==> src/rtl/pcd_pkg.sv <==
`default_nettype none

package pcd_pkg;

   localparam int MAX_BYTES_DEFAULT = 2048;
   localparam logic [11:0] MAX_LEN_RESET = 12'd1500;

   // Header layout
   localparam int HEADER_LEN    = 8;
   localparam int PAYLOAD_START = 7;
   localparam int FLAG_POS      = 6;
   localparam int SEQ_LEN       = 4;
   localparam logic [10:0] LEN_MAX = 11'd2047;

   localparam logic KIND_PAYLOAD = 1'b0;
   localparam logic KIND_SUMMARY = 1'b1;

   localparam logic [1:0] STATUS_OK       = 2'd0;
   localparam logic [1:0] STATUS_CSUM_ERR = 2'd1;
   localparam logic [1:0] STATUS_RUNT     = 2'd2;

   typedef struct packed {
      logic [7:0] rx_byte;
      logic       end_of_packet;
   } req_beat_type;

   typedef struct packed {
      logic        result_kind;
      logic [7:0]  payload_byte;
      logic [1:0]  status;
      logic [7:0]  packet_flag;
      logic [31:0] sequence_number;
      logic [10:0] payload_length;
   } rsp_beat_type;

   // 16-bit ones-complement add with end-around carry
   function automatic logic [15:0] add_ones(input logic [15:0] a, input logic [15:0] b);
      logic [16:0] t;
      t = {1'b0, a} + {1'b0, b};
      return t[15:0] + {15'd0, t[16]};
   endfunction

endpackage

`default_nettype wire

==> src/rtl/pcd_chan_if.sv <==
`default_nettype none

interface pcd_req_if;
   logic       valid;
   logic       ready;
   logic [7:0] rx_byte;
   logic       end_of_packet;

   modport source (output valid, rx_byte, end_of_packet, input ready);
   modport sink   (input valid, rx_byte, end_of_packet, output ready);
endinterface

interface pcd_rsp_if;
   logic        valid;
   logic        ready;
   logic        result_kind;
   logic [7:0]  payload_byte;
   logic [1:0]  status;
   logic [7:0]  packet_flag;
   logic [31:0] sequence_number;
   logic [10:0] payload_length;

   modport source (output valid, result_kind, payload_byte, status, packet_flag,
                   sequence_number, payload_length, input ready);
   modport sink   (input valid, result_kind, payload_byte, status, packet_flag,
                   sequence_number, payload_length, output ready);
endinterface

`default_nettype wire

==> src/rtl/pcd_input_stage.sv <==
`default_nettype none

module pcd_input_stage
   import pcd_pkg::*;
(
   input  wire logic         clock,
   input  wire logic         reset,
   input  wire logic         take,
   input  wire logic         drain,
   input  wire req_beat_type beat_in,
   output logic              valid,
   output req_beat_type      beat
);

   logic         valid_ff, valid_in;
   req_beat_type beat_ff;

   always_comb begin
      valid_in = valid_ff;
      if (take) begin
         valid_in = 1'b1;
      end else if (drain) begin
         valid_in = 1'b0;
      end
   end

   always_ff @(posedge clock) begin
      if (reset) begin
         valid_ff <= 1'b0;
      end else begin
         valid_ff <= valid_in;
      end
   end

   always_ff @(posedge clock) begin
      if (take) begin
         beat_ff <= beat_in;
      end
   end

   assign valid = valid_ff;
   assign beat  = beat_ff;

endmodule

`default_nettype wire

==> src/rtl/pcd_parse_core.sv <==
`default_nettype none

module pcd_parse_core
   import pcd_pkg::*;
#(
   parameter int MAX_BYTES = MAX_BYTES_DEFAULT
) (
   input  wire logic         clock,
   input  wire logic         reset,
   input  wire logic         step,
   input  wire req_beat_type beat,
   input  wire logic [11:0]  max_len,
   output logic              res_valid,
   output rsp_beat_type      res
);

   localparam int LIMIT_MAX = (MAX_BYTES < 4095) ? MAX_BYTES : 4095;
   localparam int POS_W     = $clog2(LIMIT_MAX + 1);

   logic [POS_W-1:0] pos_ff, pos_in, pos_upd;
   logic [15:0]      sum_ff, sum_in, sum_upd;
   logic [7:0]       pend_ff, pend_in, pend_upd;
   logic [31:0]      seq_ff, seq_in, seq_upd;
   logic [7:0]       flag_ff, flag_in, flag_upd;

   logic [POS_W-1:0] limit;
   logic [POS_W:0]   pos_inc;
   logic             in_range;
   logic             forward;
   logic [15:0]      sum_step;
   logic [15:0]      sum_odd;
   logic [15:0]      sum_final;
   logic [15:0]      len_wide;

   always_comb begin
      if (32'(max_len) > 32'(MAX_BYTES)) begin
         limit = POS_W'(MAX_BYTES);
      end else begin
         limit = POS_W'(max_len);
      end
   end

   always_comb begin
      in_range = pos_ff < limit;
      pos_inc  = {1'b0, pos_ff} + (POS_W+1)'(1);
      sum_step = add_ones(sum_ff, {pend_ff, beat.rx_byte});

      pos_upd  = pos_ff;
      sum_upd  = sum_ff;
      pend_upd = pend_ff;
      seq_upd  = seq_ff;
      flag_upd = flag_ff;
      if (in_range) begin
         if (!pos_ff[0]) begin
            pend_upd = beat.rx_byte;
         end else begin
            sum_upd = sum_step;
         end
         if (pos_ff < POS_W'(SEQ_LEN)) begin
            seq_upd = {seq_ff[23:0], beat.rx_byte};
         end
         if (pos_ff == POS_W'(FLAG_POS)) begin
            flag_upd = beat.rx_byte;
         end
         pos_upd = pos_inc[POS_W-1:0];
      end

      forward = in_range && !beat.end_of_packet
                && (pos_ff >= POS_W'(PAYLOAD_START)) && (pos_inc < {1'b0, limit});

      // odd length: lone byte padded with a zero low half
      sum_odd   = add_ones(sum_upd, {pend_upd, 8'h00});
      sum_final = pos_upd[0] ? sum_odd : sum_upd;
      len_wide  = 16'(pos_upd) - 16'(HEADER_LEN);

      res = '0;
      res_valid = 1'b0;
      if (forward) begin
         res_valid        = 1'b1;
         res.result_kind  = KIND_PAYLOAD;
         res.payload_byte = beat.rx_byte;
      end else if (beat.end_of_packet) begin
         res_valid       = 1'b1;
         res.result_kind = KIND_SUMMARY;
         if (pos_upd < POS_W'(HEADER_LEN)) begin
            res.status = STATUS_RUNT;
         end else begin
            res.status          = (sum_final == 16'hFFFF) ? STATUS_OK : STATUS_CSUM_ERR;
            res.packet_flag     = flag_upd;
            res.sequence_number = seq_upd;
            res.payload_length  = (len_wide > 16'(LEN_MAX)) ? LEN_MAX : len_wide[10:0];
         end
      end

      // a summary clears the per-packet state
      if (beat.end_of_packet) begin
         pos_in  = '0;
         sum_in  = '0;
         pend_in = '0;
         seq_in  = '0;
         flag_in = '0;
      end else begin
         pos_in  = pos_upd;
         sum_in  = sum_upd;
         pend_in = pend_upd;
         seq_in  = seq_upd;
         flag_in = flag_upd;
      end
   end

   always_ff @(posedge clock) begin
      if (reset) begin
         pos_ff  <= '0;
         sum_ff  <= '0;
         pend_ff <= '0;
         seq_ff  <= '0;
         flag_ff <= '0;
      end else if (step) begin
         pos_ff  <= pos_in;
         sum_ff  <= sum_in;
         pend_ff <= pend_in;
         seq_ff  <= seq_in;
         flag_ff <= flag_in;
      end
   end

`ifndef SYNTHESIS
   a_eop_clears: assert property (@(posedge clock) disable iff (reset)
      step && beat.end_of_packet |=> (pos_ff == '0) && (sum_ff == '0))
      else $error("packet state not cleared after end of packet");

   a_trunc_ignored: assert property (@(posedge clock) disable iff (reset)
      step && !beat.end_of_packet && !in_range |=> $stable(sum_ff) && $stable(pos_ff))
      else $error("byte past limit changed packet state");

   a_fwd_payload: assert property (@(posedge clock) disable iff (reset)
      res_valid && (res.result_kind == KIND_PAYLOAD)
      |-> (pos_ff >= POS_W'(PAYLOAD_START)) && !beat.end_of_packet)
      else $error("header byte forwarded as payload");
`endif

endmodule

`default_nettype wire

==> src/rtl/pcd_output_stage.sv <==
`default_nettype none

module pcd_output_stage
   import pcd_pkg::*;
(
   input  wire logic         clock,
   input  wire logic         reset,
   input  wire logic         load,
   input  wire logic         taken,
   input  wire rsp_beat_type data_in,
   output logic              valid,
   output rsp_beat_type      data
);

   logic         valid_ff, valid_in;
   rsp_beat_type data_ff;

   always_comb begin
      valid_in = valid_ff;
      if (load) begin
         valid_in = 1'b1;
      end else if (taken) begin
         valid_in = 1'b0;
      end
   end

   always_ff @(posedge clock) begin
      if (reset) begin
         valid_ff <= 1'b0;
      end else begin
         valid_ff <= valid_in;
      end
   end

   always_ff @(posedge clock) begin
      if (load) begin
         data_ff <= data_in;
      end
   end

   assign valid = valid_ff;
   assign data  = data_ff;

endmodule

`default_nettype wire

==> src/rtl/packet_checksum_deframer.sv <==
// Receive-side datagram deframer. Bytes enter on req_chan one per beat, the
// last one flagged by end_of_packet. The block keeps a 16-bit ones-complement
// checksum over the kept bytes (big-endian pairs, a lone odd byte padded
// with zero), captures the sequence number from bytes 0..3 and the flag from
// byte 6, and forwards bytes from offset 7 up to but not including the last
// kept byte as payload beats (result_kind 0). The last byte produces one
// summary beat (result_kind 1) with status ok / checksum error / runt, flag,
// sequence number and payload length (bytes minus 8, saturating at 2047).
// Bytes past min(max_packet_len, MAX_BYTES) are dropped; an end marker on such
// a byte still closes the packet. max_packet_len is written through csr_we /
// csr_wdata, resets to 1500, and must only change while the block is idle.
// Throughput is one byte per clock while the result side keeps draining. An
// accepted byte sits in the input register until the result side is free;
// then the core's result for it, if any, is loaded into the result register
// and rsp_chan.valid rises. The per-byte work is one checksum add plus, on
// the last byte, the odd-byte pad add.
`default_nettype none

module packet_checksum_deframer
   import pcd_pkg::*;
#(
   parameter int MAX_BYTES = MAX_BYTES_DEFAULT
) (
   input  wire logic        clock,
   input  wire logic        reset,
   pcd_req_if.sink          req_chan,
   pcd_rsp_if.source        rsp_chan,
   input  wire logic        csr_we,
   input  wire logic [11:0] csr_wdata
);

   logic [11:0]  max_len_ff;

   req_beat_type req_beat;
   req_beat_type s1_beat;
   logic         s1_valid;
   logic         out_free;
   logic         advance;
   logic         res_valid;
   rsp_beat_type res;
   logic         rsp_valid;
   rsp_beat_type rsp_beat;

   // config register
   always_ff @(posedge clock) begin
      if (reset) begin
         max_len_ff <= MAX_LEN_RESET;
      end else if (csr_we) begin
         max_len_ff <= csr_wdata;
      end
   end

   // result register free this cycle, either empty or being drained
   assign out_free = !rsp_valid || rsp_chan.ready;
   // input beat moves through the core whenever the result side can take it
   assign advance  = s1_valid && out_free;

   assign req_chan.ready = !s1_valid || out_free;
   assign req_beat.rx_byte       = req_chan.rx_byte;
   assign req_beat.end_of_packet = req_chan.end_of_packet;

   pcd_input_stage u_in (
      .clock   (clock),
      .reset   (reset),
      .take    (req_chan.valid && req_chan.ready),
      .drain   (advance),
      .beat_in (req_beat),
      .valid   (s1_valid),
      .beat    (s1_beat)
   );

   pcd_parse_core #(
      .MAX_BYTES (MAX_BYTES)
   ) u_core (
      .clock     (clock),
      .reset     (reset),
      .step      (advance),
      .beat      (s1_beat),
      .max_len   (max_len_ff),
      .res_valid (res_valid),
      .res       (res)
   );

   pcd_output_stage u_out (
      .clock   (clock),
      .reset   (reset),
      .load    (advance && res_valid),
      .taken   (rsp_chan.ready),
      .data_in (res),
      .valid   (rsp_valid),
      .data    (rsp_beat)
   );

   assign rsp_chan.valid           = rsp_valid;
   assign rsp_chan.result_kind     = rsp_beat.result_kind;
   assign rsp_chan.payload_byte    = rsp_beat.payload_byte;
   assign rsp_chan.status          = rsp_beat.status;
   assign rsp_chan.packet_flag     = rsp_beat.packet_flag;
   assign rsp_chan.sequence_number = rsp_beat.sequence_number;
   assign rsp_chan.payload_length  = rsp_beat.payload_length;

`ifndef SYNTHESIS
   a_rsp_from_core: assert property (@(posedge clock) disable iff (reset)
      $rose(rsp_chan.valid) |-> $past(advance && res_valid))
      else $error("result beat appeared without a core result");

   a_s1_holds: assert property (@(posedge clock) disable iff (reset)
      s1_valid && !out_free |=> s1_valid && $stable(s1_beat))
      else $error("input beat lost while result side stalled");
`endif

endmodule

`default_nettype wire

==> src/flat_wrapper.sv <==
// flat-port wrapper written by rule: the top's interface ports become plain ports
module packet_checksum_deframer_flat import pcd_pkg::*;
#(
   parameter int MAX_BYTES = MAX_BYTES_DEFAULT
)
  (clock, reset, csr_we, csr_wdata, req_chan_valid, req_chan_rx_byte, req_chan_end_of_packet, req_chan_ready, rsp_chan_valid, rsp_chan_result_kind, rsp_chan_payload_byte, rsp_chan_status, rsp_chan_packet_flag, rsp_chan_sequence_number, rsp_chan_payload_length, rsp_chan_ready);
  pcd_req_if req_chan_i ();
  pcd_rsp_if rsp_chan_i ();
  input  wire logic clock;
  input  wire logic reset;
  input  wire logic csr_we;
  input  wire logic [11:0] csr_wdata;
  input wire logic [$bits(req_chan_i.valid)-1:0] req_chan_valid;
  input wire logic [$bits(req_chan_i.rx_byte)-1:0] req_chan_rx_byte;
  input wire logic [$bits(req_chan_i.end_of_packet)-1:0] req_chan_end_of_packet;
  output wire logic [$bits(req_chan_i.ready)-1:0] req_chan_ready;
  output wire logic [$bits(rsp_chan_i.valid)-1:0] rsp_chan_valid;
  output wire logic [$bits(rsp_chan_i.result_kind)-1:0] rsp_chan_result_kind;
  output wire logic [$bits(rsp_chan_i.payload_byte)-1:0] rsp_chan_payload_byte;
  output wire logic [$bits(rsp_chan_i.status)-1:0] rsp_chan_status;
  output wire logic [$bits(rsp_chan_i.packet_flag)-1:0] rsp_chan_packet_flag;
  output wire logic [$bits(rsp_chan_i.sequence_number)-1:0] rsp_chan_sequence_number;
  output wire logic [$bits(rsp_chan_i.payload_length)-1:0] rsp_chan_payload_length;
  input wire logic [$bits(rsp_chan_i.ready)-1:0] rsp_chan_ready;
  assign req_chan_i.valid = req_chan_valid;
  assign req_chan_i.rx_byte = req_chan_rx_byte;
  assign req_chan_i.end_of_packet = req_chan_end_of_packet;
  assign req_chan_ready = req_chan_i.ready;
  assign rsp_chan_valid = rsp_chan_i.valid;
  assign rsp_chan_result_kind = rsp_chan_i.result_kind;
  assign rsp_chan_payload_byte = rsp_chan_i.payload_byte;
  assign rsp_chan_status = rsp_chan_i.status;
  assign rsp_chan_packet_flag = rsp_chan_i.packet_flag;
  assign rsp_chan_sequence_number = rsp_chan_i.sequence_number;
  assign rsp_chan_payload_length = rsp_chan_i.payload_length;
  assign rsp_chan_i.ready = rsp_chan_ready;
  packet_checksum_deframer #(.MAX_BYTES(MAX_BYTES)) u_core (.clock(clock), .reset(reset), .req_chan(req_chan_i), .rsp_chan(rsp_chan_i), .csr_we(csr_we), .csr_wdata(csr_wdata));
endmodule
==> config.mk <==
export PLATFORM = sky130hd
export DESIGN_NAME = packet_checksum_deframer_flat
export DESIGN_NICKNAME = d
export VERILOG_FILES = /design/src/rtl/pcd_pkg.sv /design/src/rtl/pcd_chan_if.sv /design/src/rtl/pcd_input_stage.sv /design/src/rtl/pcd_parse_core.sv /design/src/rtl/pcd_output_stage.sv /design/src/rtl/packet_checksum_deframer.sv /design/src/flat_wrapper.sv
export SDC_FILE = /design/constraint.sdc
export NUM_CORES = 1
export LEC_CHECK = 0
export CORE_AREA = 10 10 121 150
export CTS_CLUSTER_DIAMETER = 80
export DETAILED_ROUTE_END_ITERATION = 8
export DIE_AREA = 0 0 131 160
export DONT_BUFFER_PORTS = 1
export HOLD_SLACK_MARGIN = 0.12
export PLACE_DENSITY = 0.8
export SKIP_LAST_GASP = 1
export SYNTH_ARGS = -nofsm -noshare
export SYNTH_HDL_FRONTEND = slang
export SYNTH_HIERARCHICAL = 1
export SYNTH_SLANG_ARGS = --single-unit
==> constraint.sdc <==
create_clock -name clock -period 8.9 [get_ports clock]
set_input_delay 0.89 -clock clock [delete_from_list [all_inputs] [get_ports clock]]
set_output_delay 0.89 -clock clock [all_outputs]
set_load 0.005 [all_outputs]
==> metrics, run 1 <==
status=completed; WL per Instance=19.9 microns; Setup Skew=0.0165 ns; post-synthesis sequential area ratio=40.6%; initial antenna violation count=0; largest net degree at the start of global routing=91; vias in the first global route=7570; DRC=0; Switching Share=27.0%; Seq pwr share=48.8%; fmax=131 MHz; CTS tree=done; post_cts resized=0; Layout Nets=1124; max-cap violations=0; Logic pwr share=7.4%; Int Pwr=1.22 mW; gpl congestion=0.966; Worst Path Arrival=7.90 ns; Inst Count DP=1236; Die Area=21000 sq um; synthesis-stage register bit count=161; share of flip-flops with an asynchronous set or reset=0%; synth warn=6; clk sinks=161; Setup TNS=0 ns; postcts setup bufs=0; Ports=90; IO Port Bufs=0; most frequent cells in the layout=130 x nand2_1, 122 x nor2_1, 90 x dfxtp_1; Core Area=15400 sq um; TritonRoute pass-1 iters=6; synthesized area=9680 sq um; clock share of power=43.7%; DIE HEIGHT=160 microns; total grt overflow=0; TritonCTS Buffers=17; CTS root buffer=clkbuf_16; post-cts hold buffer count=0; P_sw=0.449 mW; most common library cell in the layout ignoring fill and taps=nand2_1; CP bufs+invs=2; startpoint types=flop; Critical Path RT=9.19 ns; worst min path class=reg2reg; Slew headroom=17.7%; Post-DRT Antenna Nets=0; Vias=8189; Global Route Usage Sum=23.5%; Die Width=131 microns; static leakage=3.98 nW; CP Class=reg2reg; final setup vio count=0; clock buffer depth=2; crit-path max cell delay=0.46 ns; via/cell ratio=6.46; initial drt markers=917; Reg clk slew, reported paths=0.07 ns; fin area=10400 sq um; Worst-Skew Late Latency=0.45 ns; Rows=51; CP Capture Type=flop; worst slew pin tran=1.23 ns; Worst Path Max Fanout=7; Yosys cell types=89; ys flop type=dfxtp_1; EDFF count, synth=71; period utilisation layout=85.5%; unrepaired setup endpoints after global routing=no; CP delay by family, top=compound AO/OA/AOI/OAI gates; DRT Wirelength=25200 microns; P&R area growth vs syn=6.94%; dpl hpwl=17900 microns; worst vdd ir=0.103 mV; Synth top area share=22.0%; Final Slew Violations=0; Initial Utilization=62.9%; first-pass GRT wire length=39400 microns; layout cells sized above 1=7.67%; Non-Filler Instances=1268; P per Cell Area=161 nW/um^2; Synthesized Nets=1160; Mapped Avg Cell Area=8.97 sq um; Synth area leaders=edfxtp_1 22%, dfxtp_1 19%, ha_1 6.9%; CP max stage cell=edfxtp_1; Yosys top cell by area=edfxtp_1; H-tree depth=4; placed inst area=9740 sq um; diode count=0; final hold vios=0; Mapped Cells=1079; Worst path most repeated cell=ha_1; Tmin final=7.61 ns
[cell families after synthesis]
kind of cell	count (synthesis)	share of synthesized area, %
buf+inv	88	3.86
xor+xnor	49	4.43
flops	161	40.6
mux	31	3.40
compound gates	290	20.6
fa+ha+maj	56	7.37
simple gates	404	19.7
[cells in the mapped netlist, types with 6 or more instances]
library cell / count
a211o_1: 16
a21o_1: 18
a21oi_1: 80
a22oi_1: 64
a31oi_1: 9
and2_1: 10
and3_1: 16
clkbuf_1: 48
dfxtp_1: 90
edfxtp_1: 71
ha_1: 53
inv_1: 24
mux2_2: 14
mux2i_1: 16
nand2_1: 130
nand2b_1: 11
nand3_1: 28
nand4_1: 7
nor2_1: 124
nor2b_1: 17
nor3_1: 20
nor4_1: 6
o211ai_1: 8
o21ai_0: 32
xnor2_1: 30
xor2_1: 19
[power by group through the flow]
stage	clock, mW	sequential (mW)	combinational, mW
floorplan	0	0.820	0.101
global placement	0	0.829	0.119
detailed placement	0	0.830	0.121
CTS	0.738	0.814	0.122
global route	0.771	0.815	0.135
finish	0.728	0.813	0.124
[worst min-delay path: stages, from the launching register on]
cell and delay, ns:
dfxtp_1 0.33, mux2i_1 0.06, nor2_1 0.07
[final cells by class]
cell class	instances	area, sq um
clock inverter	15	185
clock buffer	17	425
multi-input combinational	830	5390
sequential	161	3930
timing repair buffer	7	52.6
fill	1211	5030
tap	212	265
inverter	26	97.6
[flip-flops by register name, summed over array words and instances (netlist names), 8 cells and up]
signal                 flops
u_core/u_out/data         62
u_core/u_core/pend_ff      8
u_core/u_core/flag_ff      8
u_core/u_in/beat           9
u_core/u_core/pos_ff      12
u_core/u_core/seq_ff      32
u_core/u_core/sum_ff      16
u_core/max_len_ff         12
[per-stage QoR]
stage	hold WS [ns]	power (mW)	utilization, %	worst slack [ns]
6_report	0.497	1.67	67.3	1.29
5_1_grt	0.516	1.72	67.3	0.528
4_1_cts	0.502	1.67	67.3	1.35
3_5_place_dp	0.482	0.951	63.3	1.38
3_3_place_gp	0.477	0.948	63.3	1.58
2_1_floorplan	0.461	0.921	-	2.22
[routing by layer]
layer	GRT usage, %	wire length, microns
met1	28.1	10300
met5	0	0
met4	10.7	881
met3	4.11	1440
met2	39.8	12600
[path summary, 6_finish.rpt]
| path | start | endpoint | slack [ns] | cells after the start |
|---|---|---|---|---|
| hold / removal | u_core/max_len_ff[5] | u_core/max_len_ff[5] | 0.50 | 2 |
| setup reg to reg | u_core/u_in/beat[1] | u_core/u_out/data[51] | 1.29 | 38 |
| setup / recovery | u_core/u_in/beat[1] | u_core/u_out/data[51] | 1.29 | 38 |
| hold reg to reg | u_core/max_len_ff[5] | u_core/max_len_ff[5] | 0.50 | 2 |
Power figures use the tool's default switching activity.
==> run 2, diff against run 1 <==
RECOVER_POWER = 25   (was not set)
==> run 2 against run 1 <==
- fmax fell by 0.19%
- largest cell class unchanged
- non-clock buffer count unchanged
- register-to-register slack is essentially flat
- sequential power is essentially flat
- final cell count stayed put
- global-route usage did not move
- via count shrank 0.18%
==> metrics, run 2 (synthesized netlist as in run 1, its figures left out) <==
Worst Path Arrival=7.91 ns (about the same); Non-Filler Instances=1268 (unchanged); fin area=10300 sq um (about the same); initial drt markers=993 (+8.3%); worst slew pin tran=1.23 ns (-0.00457 ns); CTS root buffer=clkbuf_16; layout cells sized above 1=7.58% (-0.095 points); worst min path class=reg2reg; most frequent cells in the layout=130 x nand2_1, 122 x nor2_1, 90 x dfxtp_1; startpoint types=flop; Post-DRT Antenna Nets=0 (unchanged); CTS tree=done; unrepaired setup endpoints after global routing=no; slack of the critical path=1.27 ns (-0.0141 ns); Slew headroom=18.0% (+0.30 points); status=completed; Setup TNS=0 ns (unchanged); post_cts resized=0 (unchanged); IO Port Bufs=0 (unchanged); Initial Utilization=62.9% (unchanged); TritonRoute pass-1 iters=5 (-1); Reg clk slew, reported paths=0.07 ns (about the same); Critical Path RT=9.19 ns (about the same); Worst path most repeated cell=ha_1; dpl hpwl=17900 microns (unchanged); Tmin final=7.63 ns (+0.0141 ns); initial antenna violation count=0 (unchanged); gpl congestion=0.966 (unchanged); diode count=0 (unchanged); Final Slew Violations=0 (unchanged); DIE HEIGHT=160 microns (unchanged); via/cell ratio=6.45 (-0.18%); Global Route Usage Sum=23.5% (unchanged); pre-CTS WS=1.38 ns (unchanged); H-tree depth=4 (unchanged); crit-path max cell delay=0.45 ns (about the same); final hold vios=0 (unchanged); Worst-Skew Late Latency=0.45 ns (about the same); Vias=8174 (-0.18%); placed inst area=9740 sq um (unchanged); period utilisation layout=85.7% (+0.16 points); Inst Count DP=1236 (unchanged); clock buffer depth=2 (unchanged); CP Class=reg2reg; Rows=51 (unchanged); static leakage=3.98 nW (about the same); vias in the first global route=7570 (unchanged); Layout Nets=1124 (unchanged); largest net degree at the start of global routing=91 (unchanged); postcts setup bufs=0 (unchanged); CP max stage cell=edfxtp_1; Die Width=131 microns (unchanged); Die Area=21000 sq um (unchanged); clk sinks=161 (unchanged); P&R area growth vs syn=6.90% (about the same); total grt overflow=0 (unchanged); flop2flop setup slack=1.27 ns (about the same); Setup Skew=0.0153 ns (-0.00120 ns); Core Area=15400 sq um (unchanged); CP delay by family, top=compound AO/OA/AOI/OAI gates; post-cts hold buffer count=0 (unchanged); CP Capture Type=flop; Largest register FFs=62 (unchanged); P per Cell Area=161 nW/um^2 (about the same); fmax=131 MHz (-0.19%); fin util=67.3% (about the same); CP bufs+invs=2 (unchanged); Hold WS=0.497 ns (-0.000154 ns); Ports=90 (unchanged); Worst Path Max Fanout=7 (unchanged); Final Total Pwr=1.67 mW (about the same); final setup vio count=0 (unchanged); first-pass GRT wire length=39400 microns (unchanged); worst vdd ir=0.103 mV (-0.50%); DRC=0 (unchanged); max-cap violations=0 (unchanged); DRT Wirelength=25200 microns (about the same); most common library cell in the layout ignoring fill and taps=nand2_1; WL per Instance=19.9 microns (about the same); TritonCTS Buffers=17 (unchanged)
==> run 2: worst paths after layout <==
| check | cells after the start | end | start |
|---|---|---|---|
| setup reg to reg | 38 | u_core/u_out/data[51] | u_core/u_in/beat[1] |
| hold / removal | 2 | u_core/max_len_ff[5] | u_core/max_len_ff[5] |
| hold reg to reg | 2 | u_core/max_len_ff[5] | u_core/max_len_ff[5] |
| setup / recovery | 38 | u_core/u_out/data[51] | u_core/u_in/beat[1] |
==> run 2: where the power goes <==
part / total, mW / internal, mW / switching, mW
combinational: 0.124 / 0.0435 / 0.0802
clock: 0.729 / 0.380 / 0.348
sequential: 0.813 / 0.792 / 0.0214
==> run 2: worst reg2reg max path: cells and delay by family, from the launching register on <==
| family | cells | cell delay (ns) |
|---|---|---|
| flip-flops | 1 | 0.45 |
| AND/OR/NAND/NOR | 12 | 1.97 |
| XOR/XNOR | 1 | 0.18 |
| multiplexers | 2 | 0.52 |
| adder cells (fa/ha/maj) | 8 | 2.00 |
| AO/OA/AOI/OAI | 13 | 2.24 |
| buffers and inverters | 2 | 0.12 |
==> run 2: area by class of cell <==
cell class                      count  area, sq um
Timing Repair Buffer                7         52.6
Inverter                           26         97.6
Tap cell                          212          265
Multi-Input combinational cell    830         5390
Fill cell                        1213         5030
Clock buffer                       17          425
Sequential cell                   161         3930
Clock inverter                     15          185
==> run 2: routing by layer <==
metal,routed length (microns),global-route usage [%],vias to the layer above
met5,0,0,-
met4,881,10.7,0
met3,1400,4.11,69
met2,12600,39.8,334
met1,10400,28.1,3893
li1,-,-,3878
